File: src/design/clm_pkg.sv
// Shared types and constants for the circular linked list manager.
package clm_pkg;

  localparam int unsigned ID_W       = 4;
  localparam int unsigned OP_W       = 3;
  localparam int unsigned STATUS_W   = 2;
  localparam int unsigned IN_DATA_W  = 8;
  localparam int unsigned OUT_DATA_W = 16;
  localparam int unsigned ID_LIMIT   = 16;

  typedef enum logic [OP_W-1:0] {
    OP_PUSH_FRONT = 3'd0,
    OP_PUSH_BACK  = 3'd1,
    OP_POP_FRONT  = 3'd2,
    OP_POP_BACK   = 3'd3,
    OP_REMOVE     = 3'd4
  } op_e;

  typedef enum logic [STATUS_W-1:0] {
    ST_OK       = 2'd0,
    ST_EMPTY    = 2'd1,
    ST_UNLINKED = 2'd2,
    ST_LINKED   = 2'd3
  } status_e;

  typedef enum logic [2:0] {
    S_IDLE,
    S_LINK,
    S_JOIN,
    S_UNLINK,
    S_DONE
  } state_e;

endpackage

File: src/design/clm_link_ram.sv
// Link store: one write port and one registered read port.
module clm_link_ram #(
  parameter int unsigned DEPTH = 16,
  parameter int unsigned WIDTH = 4,
  localparam int unsigned AW = $clog2(DEPTH)
) (
  input  logic             clk_i,
  input  logic             we_i,
  input  logic [AW-1:0]    waddr_i,
  input  logic [WIDTH-1:0] wdata_i,
  input  logic [AW-1:0]    raddr_i,
  output logic [WIDTH-1:0] rdata_o
);

  logic [WIDTH-1:0] mem [DEPTH];
  logic [WIDTH-1:0] rdata_q;

  always_ff @(posedge clk_i) begin
    if (we_i) begin
      mem[waddr_i] <= wdata_i;
    end
    rdata_q <= mem[raddr_i];
  end

  assign rdata_o = rdata_q;

endmodule

File: src/design/circular_linked_list_manager_unit.sv
// Circular doubly linked list manager: sequencer, head/tail registers, link stores.
//
//  channel   dir  handshake                    payload
//  s_axis    in   s_axis_tvalid/s_axis_tready  tuser = opcode, tdata = node_id
//  m_axis    out  m_axis_tvalid/m_axis_tready  tuser = status, tdata = result fields
//
// A rejected operation goes from idle to the final step; an unlink passes the
// unlink step, an empty-list push the link step, other pushes the link and join
// steps, as each link store has one write port. The result sits in an output
// register, so the next beat is taken while it waits; the sequencer holds in its
// final step only while that register is still full. Reset clears marks, head, tail
// and output valid and sets the empty flag; link data is used only for linked nodes.
module circular_linked_list_manager_unit #(
  parameter int unsigned NODE_COUNT = 16
) (
  input  logic                             clk_i,
  input  logic                             rst_ni,
  input  logic                             s_axis_tvalid,
  output logic                             s_axis_tready,
  input  logic [clm_pkg::IN_DATA_W-1:0]    s_axis_tdata,  // [3:0] node_id
  input  logic [clm_pkg::OP_W-1:0]         s_axis_tuser,  // [2:0] opcode
  output logic                             m_axis_tvalid,
  input  logic                             m_axis_tready,
  output logic [clm_pkg::OUT_DATA_W-1:0]   m_axis_tdata,  // [3:0] removed_node,
                                                          // [7:4] front_node,
                                                          // [11:8] back_node,
                                                          // [12] list_is_empty
  output logic [clm_pkg::STATUS_W-1:0]     m_axis_tuser   // [1:0] status
);

  // Only node numbers that fit in node_id can ever be linked.
  localparam int unsigned POOL = (NODE_COUNT < clm_pkg::ID_LIMIT) ? NODE_COUNT
                                                                  : clm_pkg::ID_LIMIT;
  localparam int unsigned IW   = $clog2(POOL);

  clm_pkg::state_e  state_q, state_d;
  clm_pkg::status_e status_q, status_d;
  logic [clm_pkg::OP_W-1:0]       op_q, op_d;
  logic [IW-1:0]                  node_q, node_d;
  logic [clm_pkg::ID_W-1:0]       removed_q, removed_d;
  logic [IW-1:0]                  head_q, head_d;
  logic [IW-1:0]                  tail_q, tail_d;
  logic                           empty_q, empty_d;
  logic [POOL-1:0]                mark_q, mark_d;
  logic                           out_valid_q, out_valid_d;
  logic [clm_pkg::OUT_DATA_W-1:0] out_data_q, out_data_d;
  logic [clm_pkg::STATUS_W-1:0]   out_user_q, out_user_d;

  logic          prev_we, next_we;
  logic [IW-1:0] prev_waddr, next_waddr;
  logic [IW-1:0] prev_wdata, next_wdata;
  logic [IW-1:0] rd_addr;
  logic [IW-1:0] prev_rdata, next_rdata;

  logic [clm_pkg::ID_W-1:0] in_id;
  logic [IW-1:0]            in_node;
  logic                     in_in_pool;
  logic                     in_linked;

  assign in_id      = s_axis_tdata[clm_pkg::ID_W-1:0];
  assign in_node    = in_id[IW-1:0];
  assign in_in_pool = ({1'b0, in_id} < (clm_pkg::ID_W+1)'(POOL));
  assign in_linked  = in_in_pool && mark_q[in_node];

  clm_link_ram #(.DEPTH(POOL), .WIDTH(IW)) u_prev_ram (
    .clk_i   (clk_i),
    .we_i    (prev_we),
    .waddr_i (prev_waddr),
    .wdata_i (prev_wdata),
    .raddr_i (rd_addr),
    .rdata_o (prev_rdata)
  );

  clm_link_ram #(.DEPTH(POOL), .WIDTH(IW)) u_next_ram (
    .clk_i   (clk_i),
    .we_i    (next_we),
    .waddr_i (next_waddr),
    .wdata_i (next_wdata),
    .raddr_i (rd_addr),
    .rdata_o (next_rdata)
  );

  always_ff @(posedge clk_i or negedge rst_ni) begin
    if (!rst_ni) begin
      state_q     <= clm_pkg::S_IDLE;
      head_q      <= '0;
      tail_q      <= '0;
      empty_q     <= 1'b1;
      mark_q      <= '0;
      out_valid_q <= 1'b0;
    end else begin
      state_q     <= state_d;
      head_q      <= head_d;
      tail_q      <= tail_d;
      empty_q     <= empty_d;
      mark_q      <= mark_d;
      out_valid_q <= out_valid_d;
    end
  end

  always_ff @(posedge clk_i) begin
    op_q       <= op_d;
    node_q     <= node_d;
    status_q   <= status_d;
    removed_q  <= removed_d;
    out_data_q <= out_data_d;
    out_user_q <= out_user_d;
  end

  always_comb begin
    state_d     = state_q;
    op_d        = op_q;
    node_d      = node_q;
    status_d    = status_q;
    removed_d   = removed_q;
    head_d      = head_q;
    tail_d      = tail_q;
    empty_d     = empty_q;
    mark_d      = mark_q;
    out_valid_d = out_valid_q && !m_axis_tready;
    out_data_d  = out_data_q;
    out_user_d  = out_user_q;
    prev_we     = 1'b0;
    next_we     = 1'b0;
    prev_waddr  = node_q;
    next_waddr  = node_q;
    prev_wdata  = node_q;
    next_wdata  = node_q;
    rd_addr     = node_q;

    unique case (state_q)
      clm_pkg::S_IDLE: begin
        if (s_axis_tvalid) begin
          op_d      = s_axis_tuser;
          node_d    = in_node;
          status_d  = clm_pkg::ST_OK;
          removed_d = '0;
          state_d   = clm_pkg::S_DONE;
          unique case (s_axis_tuser)
            clm_pkg::OP_PUSH_FRONT, clm_pkg::OP_PUSH_BACK: begin
              if (!in_in_pool || in_linked) begin
                status_d = clm_pkg::ST_LINKED;
              end else begin
                state_d = clm_pkg::S_LINK;
              end
            end
            clm_pkg::OP_POP_FRONT, clm_pkg::OP_POP_BACK: begin
              if (empty_q) begin
                status_d = clm_pkg::ST_EMPTY;
              end else begin
                node_d  = (s_axis_tuser == clm_pkg::OP_POP_FRONT) ? head_q : tail_q;
                state_d = clm_pkg::S_UNLINK;
              end
            end
            clm_pkg::OP_REMOVE: begin
              if (!in_linked) begin
                status_d = clm_pkg::ST_UNLINKED;
              end else begin
                state_d = clm_pkg::S_UNLINK;
              end
            end
            default: ;
          endcase
          // fetch both links of the victim; data lands next cycle
          rd_addr = node_d;
        end
      end

      clm_pkg::S_LINK: begin
        prev_we         = 1'b1;
        next_we         = 1'b1;
        prev_wdata      = empty_q ? node_q : tail_q;
        next_wdata      = empty_q ? node_q : head_q;
        mark_d[node_q]  = 1'b1;
        if (empty_q) begin
          head_d  = node_q;
          tail_d  = node_q;
          empty_d = 1'b0;
          state_d = clm_pkg::S_DONE;
        end else begin
          state_d = clm_pkg::S_JOIN;
        end
      end

      clm_pkg::S_JOIN: begin
        // splice between old tail and head
        next_we    = 1'b1;
        next_waddr = tail_q;
        prev_we    = 1'b1;
        prev_waddr = head_q;
        if (op_q == clm_pkg::OP_PUSH_FRONT) begin
          head_d = node_q;
        end else begin
          tail_d = node_q;
        end
        state_d = clm_pkg::S_DONE;
      end

      clm_pkg::S_UNLINK: begin
        mark_d[node_q] = 1'b0;
        removed_d      = clm_pkg::ID_W'(node_q);
        if (next_rdata == node_q) begin
          empty_d = 1'b1;
          head_d  = '0;
          tail_d  = '0;
        end else begin
          next_we    = 1'b1;
          next_waddr = prev_rdata;
          next_wdata = next_rdata;
          prev_we    = 1'b1;
          prev_waddr = next_rdata;
          prev_wdata = prev_rdata;
          if (head_q == node_q) begin
            head_d = next_rdata;
          end
          if (tail_q == node_q) begin
            tail_d = prev_rdata;
          end
        end
        state_d = clm_pkg::S_DONE;
      end

      clm_pkg::S_DONE: begin
        // hold until the output register frees up
        if (!out_valid_q || m_axis_tready) begin
          out_valid_d = 1'b1;
          out_user_d  = status_q;
          out_data_d  = {3'b000,
                         empty_q,
                         empty_q ? {clm_pkg::ID_W{1'b0}} : clm_pkg::ID_W'(tail_q),
                         empty_q ? {clm_pkg::ID_W{1'b0}} : clm_pkg::ID_W'(head_q),
                         removed_q};
          state_d     = clm_pkg::S_IDLE;
        end
      end

      default: state_d = clm_pkg::S_IDLE;
    endcase
  end

  assign s_axis_tready = (state_q == clm_pkg::S_IDLE);
  assign m_axis_tvalid = out_valid_q;
  assign m_axis_tdata  = out_data_q;
  assign m_axis_tuser  = out_user_q;

  a_empty_no_marks : assert property (@(posedge clk_i) disable iff (!rst_ni)
    empty_q |-> (mark_q == '0))
    else $error("empty list still has linked nodes");

  a_head_linked : assert property (@(posedge clk_i) disable iff (!rst_ni)
    !empty_q |-> (mark_q[head_q] && mark_q[tail_q]))
    else $error("head or tail of a non-empty list is not linked");

  a_unlink_after_accept : assert property (@(posedge clk_i) disable iff (!rst_ni)
    (state_q == clm_pkg::S_UNLINK) |-> ($past(state_q) == clm_pkg::S_IDLE))
    else $error("unlink step without a fresh link read");

  a_done_loads_output : assert property (@(posedge clk_i) disable iff (!rst_ni)
    (state_q == clm_pkg::S_DONE && (!out_valid_q || m_axis_tready)) |=>
      (out_valid_q && state_q == clm_pkg::S_IDLE))
    else $error("finished operation did not reach the output register");

endmodule

File: config.mk
export PLATFORM = sky130hd
export DESIGN_NAME = circular_linked_list_manager_unit
export DESIGN_NICKNAME = d
export VERILOG_FILES = /design/src/design/clm_pkg.sv /design/src/design/clm_link_ram.sv /design/src/design/circular_linked_list_manager_unit.sv
export SDC_FILE = /design/constraint.sdc
export NUM_CORES = 1
export LEC_CHECK = 0
export ABC_AREA = 0
export BUFFER_PORTS_ARGS = -buffer_cell sky130_fd_sc_hd__buf_4
export CAP_MARGIN = 20
export CORE_ASPECT_RATIO = 0.9
export CORE_MARGIN = 2
export CORE_UTILIZATION = 25
export CTS_BUF_LIST = sky130_fd_sc_hd__clkbuf_8
export CTS_CLUSTER_DIAMETER = 150
export DETAILED_ROUTE_END_ITERATION = 10
export GPL_ROUTABILITY_DRIVEN = 0
export MAX_ROUTING_LAYER = met4
export PLACE_DENSITY = 0.42
export SLEW_MARGIN = 20
export SYNTH_ARGS = -nofsm -noshare
export SYNTH_HDL_FRONTEND = slang
export SYNTH_HIERARCHICAL = 1
export SYNTH_SLANG_ARGS = --single-unit
File: constraint.sdc
create_clock -name clk_i -period 3.55 [get_ports clk_i]
set_input_delay 0.8875 -clock clk_i [delete_from_list [all_inputs] [get_ports clk_i]]
set_output_delay 0.8875 -clock clk_i [all_outputs]
set_load 0.005 [all_outputs]
==> results.json <==
{
  "ant_nets": 0,
  "cp-end-kind": "flop",
  "syn2layout_area_growth_pct": 15.4,
  "drive_above_1_share_pct": 17.6,
  "synth_seq_cells": 193,
  "clock_sinks": 193,
  "power.switching_w": 0.00289,
  "cts_buffers": 17,
  "clkLatencyLatePin_ns": 0.47,
  "post_drt_wl_per_cell_um": 18.2,
  "postCtsSetupBuffers": 0,
  "cts.clk_slew.worst_paths_ns": 0.11,
  "dr.pass1.iters": 5,
  "p_comb_share_pct": 37.4,
  "tns_ns": 0,
  "grt_pass1_wl_mm": 30.8,
  "place_hpwl_mm": 13.6,
  "period_share_pct": 86.6,
  "wl_mm": 19.8,
  "top_layer": "met4",
  "coreArea_mm2": 0.0332,
  "grt_overflow": 0,
  "grt_pass1_vias": 5073,
  "finalClockSkew_ns": 0.0276,
  "ctsResizeCount": 0,
  "avgSynthCellArea_um2": 14.8,
  "synth_edf_count": 152,
  "die_w_um": 198,
  "start_util_pct": 25.6,
  "worstPathRequired_ns": 3.90,
  "cell_internal_pwr_w": 0.00490,
  "cts_root_buffer": "clkbuf_8",
  "placed_area_mm2": 0.00936,
  "final_cell_mix": "edfxtp_1, buf_4, nor2_1, nand2_1, o21ai_0",
  "drv_slew": 0,
  "fmax_mhz": 325,
  "clock_path_buffers": 2,
  "swShare_pct": 37.1,
  "p_per_area_mw_per_mm2": 796,
  "dieArea_mm2": 0.0354,
  "wl_met3_um": 782,
  "dp.cells": 1057,
  "hold_viol": 0,
  "numPortBuffers": 27,
  "num_rows": 63,
  "vias": 4928,
  "stdcell_area_mm2": 0.00978,
  "setup_viol": 0,
  "vias_per_cell": 4.52,
  "cts_hold_buf": 0,
  "grtUsageTotal_pct": 12.1,
  "syn_inst": 573,
  "power.leakage_nw": 3.43,
  "multi_input_area_mm2": 0.00274,
  "fillers": 3296,
  "hold_class": "primary input to asynchronous set/reset pin",
  "pin_count": 35,
  "fin_crit_ns": 3.08,
  "max_slew_margin_pct": 46.9,
  "yosysUniqueCellTypes": 52,
  "drt_first_iter_violations": 459,
  "instances_no_fill": 1090,
  "synth_ff_type": "edfxtp_1",
  "diodes": 0,
  "nets": 637,
  "final_common_cell": "edfxtp_1",
  "wl_met2_mm": 8.98,
  "syn_area_mm2": 0.00848,
  "die_y_um": 179,
  "async_reset_ff_share_pct": 15.0,
  "path_class": "flop to flop",
  "rsz0062_at_grt": "no",
  "cp_max_fo": 33,
  "power_frac_seq_pct": 43.6,
  "cts_tree": "built",
  "synth_warnings": 6,
  "drc": 0,
  "reg2reg_depth": 7,
  "met1_length_mm": 9.66,
  "worst_pin_slew_ns": 0.789,
  "status": "finished, final reports clean",
  "cp.arrival_ns": 3.43,
  "grt_max_degree": 34,
  "ctsHtreeMaxLevel": 4,
  "setup.worst_path.start_class": "flop",
  "ys_seq_area_share_pct": 65.2,
  "regArea_mm2": 0.00553,
  "ir_worst_vdd_mv": 0.321,
  "p_clk_share_pct": 19.0,
  "drv_cap": 0,
  "antenna_found_initial": 0
}
## stage by stage
stage / hold WS [ns] / total power, W / setup WS (ns) / utilization, %
floorplan: 0.400 / 0.00527 / 0.507 / -
global placement: 0.408 / 0.00633 / 0.151 / 28.2
detailed placement: 0.405 / 0.00638 / 0.102 / 28.2
CTS: 0.332 / 0.00787 / 0.478 / 29.5
global route: 0.335 / 0.00827 / 0.297 / 29.5
finish: 0.346 / 0.00779 / 0.475 / 29.5
## cells by family after synthesis
| group | synth area share, % |
|---|---|
| multiplexers | 13.4 |
| AO/OA/AOI/OAI | 8.11 |
| flip-flops | 65.2 |
| AND/OR/NAND/NOR | 9.25 |
| buffers and inverters | 2.76 |
| XOR/XNOR | 1.24 |
| other | 0.0442 |
## synthesized netlist by cell type (3+ instances only)
cell type / n / area share (%)
a22oi_1: 10 / 0.89
xnor2_1: 12 / 1.2
a22o_1: 9 / 0.93
nor2b_1: 14 / 1.0
nand4_1: 3 / 0.22
nor2_1: 48 / 2.1
o31ai_1: 16 / 1.4
buf_4: 3 / 0.27
mux2_2: 4 / 0.53
nor3_1: 14 / 0.83
nand2_1: 38 / 1.7
buf_6: 3 / 0.40
mux2i_1: 17 / 2.0
dfrtp_1: 28 / 8.3
a222oi_1: 3 / 0.35
nand3b_1: 5 / 0.44
clkbuf_1: 22 / 0.97
o21ai_0: 39 / 2.3
a2bb2oi_1: 3 / 0.31
a21oi_1: 9 / 0.53
nand3_1: 22 / 1.3
edfxtp_1: 152 / 54
dfxtp_1: 12 / 2.8
nand2b_1: 10 / 0.74
mux4_2: 4 / 1.1
mux4_1: 31 / 9.6
inv_1: 10 / 0.44
## critical path, stage by stage, from the launching register on
cell     delay (ns)
dfrtp_1        0.66
nor3_1         0.41
nand2_1        0.33
o21ai_4        0.25
buf_12         0.28
mux4_1         0.64
a22oi_1        0.28
nand3_1        0.11
## routing by layer
metal	vias up	GRT usage, %
li1	2328	-
met1	2477	16.0
met2	102	18.4
met3	21	2.63
met4	0	4.04
met5	-	-
## flip-flops by register name, indices dropped and copies added (netlist names), 4 cells and up, named ones only
signal	cells
u_next_ram/mem	64
u_prev_ram/mem	64
m_axis_tdata	13
head_q	4
node_q	4
removed_q	4
tail_q	4
u_next_ram/rdata_o	4
u_prev_ram/rdata_o	4
## power groups by stage
stage	clock network, W	logic, W	registers [W]
after global routing	0.00163	0.00320	0.00344
after floorplan	0	0.00197	0.00331
after global placement	0	0.00288	0.00344
after CTS	0.00153	0.00294	0.00340
final	0.00148	0.00291	0.00340
after detailed placement	0	0.00293	0.00345
## final cells by class
class / count / share of cell area, %
Tap cell: 455 / 5.82
Sequential cell: 193 / 56.5
Clock inverter: 15 / 1.93
Inverter: 11 / 0.422
Multi-Input combinational cell: 338 / 28.0
Clock buffer: 17 / 2.39
Timing Repair Buffer: 61 / 4.91
## final timing paths
| kind | from | to | slack [ns] |
|---|---|---|---|
| worst max register to register | state_q[0] | u_prev_ram/rdata_o[1] | 0.47 |
| worst min register to register | removed_q[3] | m_axis_tdata[3] | 0.43 |
| worst min-delay path | rst_ni | asynchronous set/reset pin | 0.35 |
| min in group clk_i | removed_q[3] | m_axis_tdata[3] | 0.43 |
| worst max-delay path | state_q[0] | u_prev_ram/rdata_o[1] | 0.47 |
| max in group asynchronous | rst_ni | empty_q | 2.86 |
(Power assumes the default switching activity.)
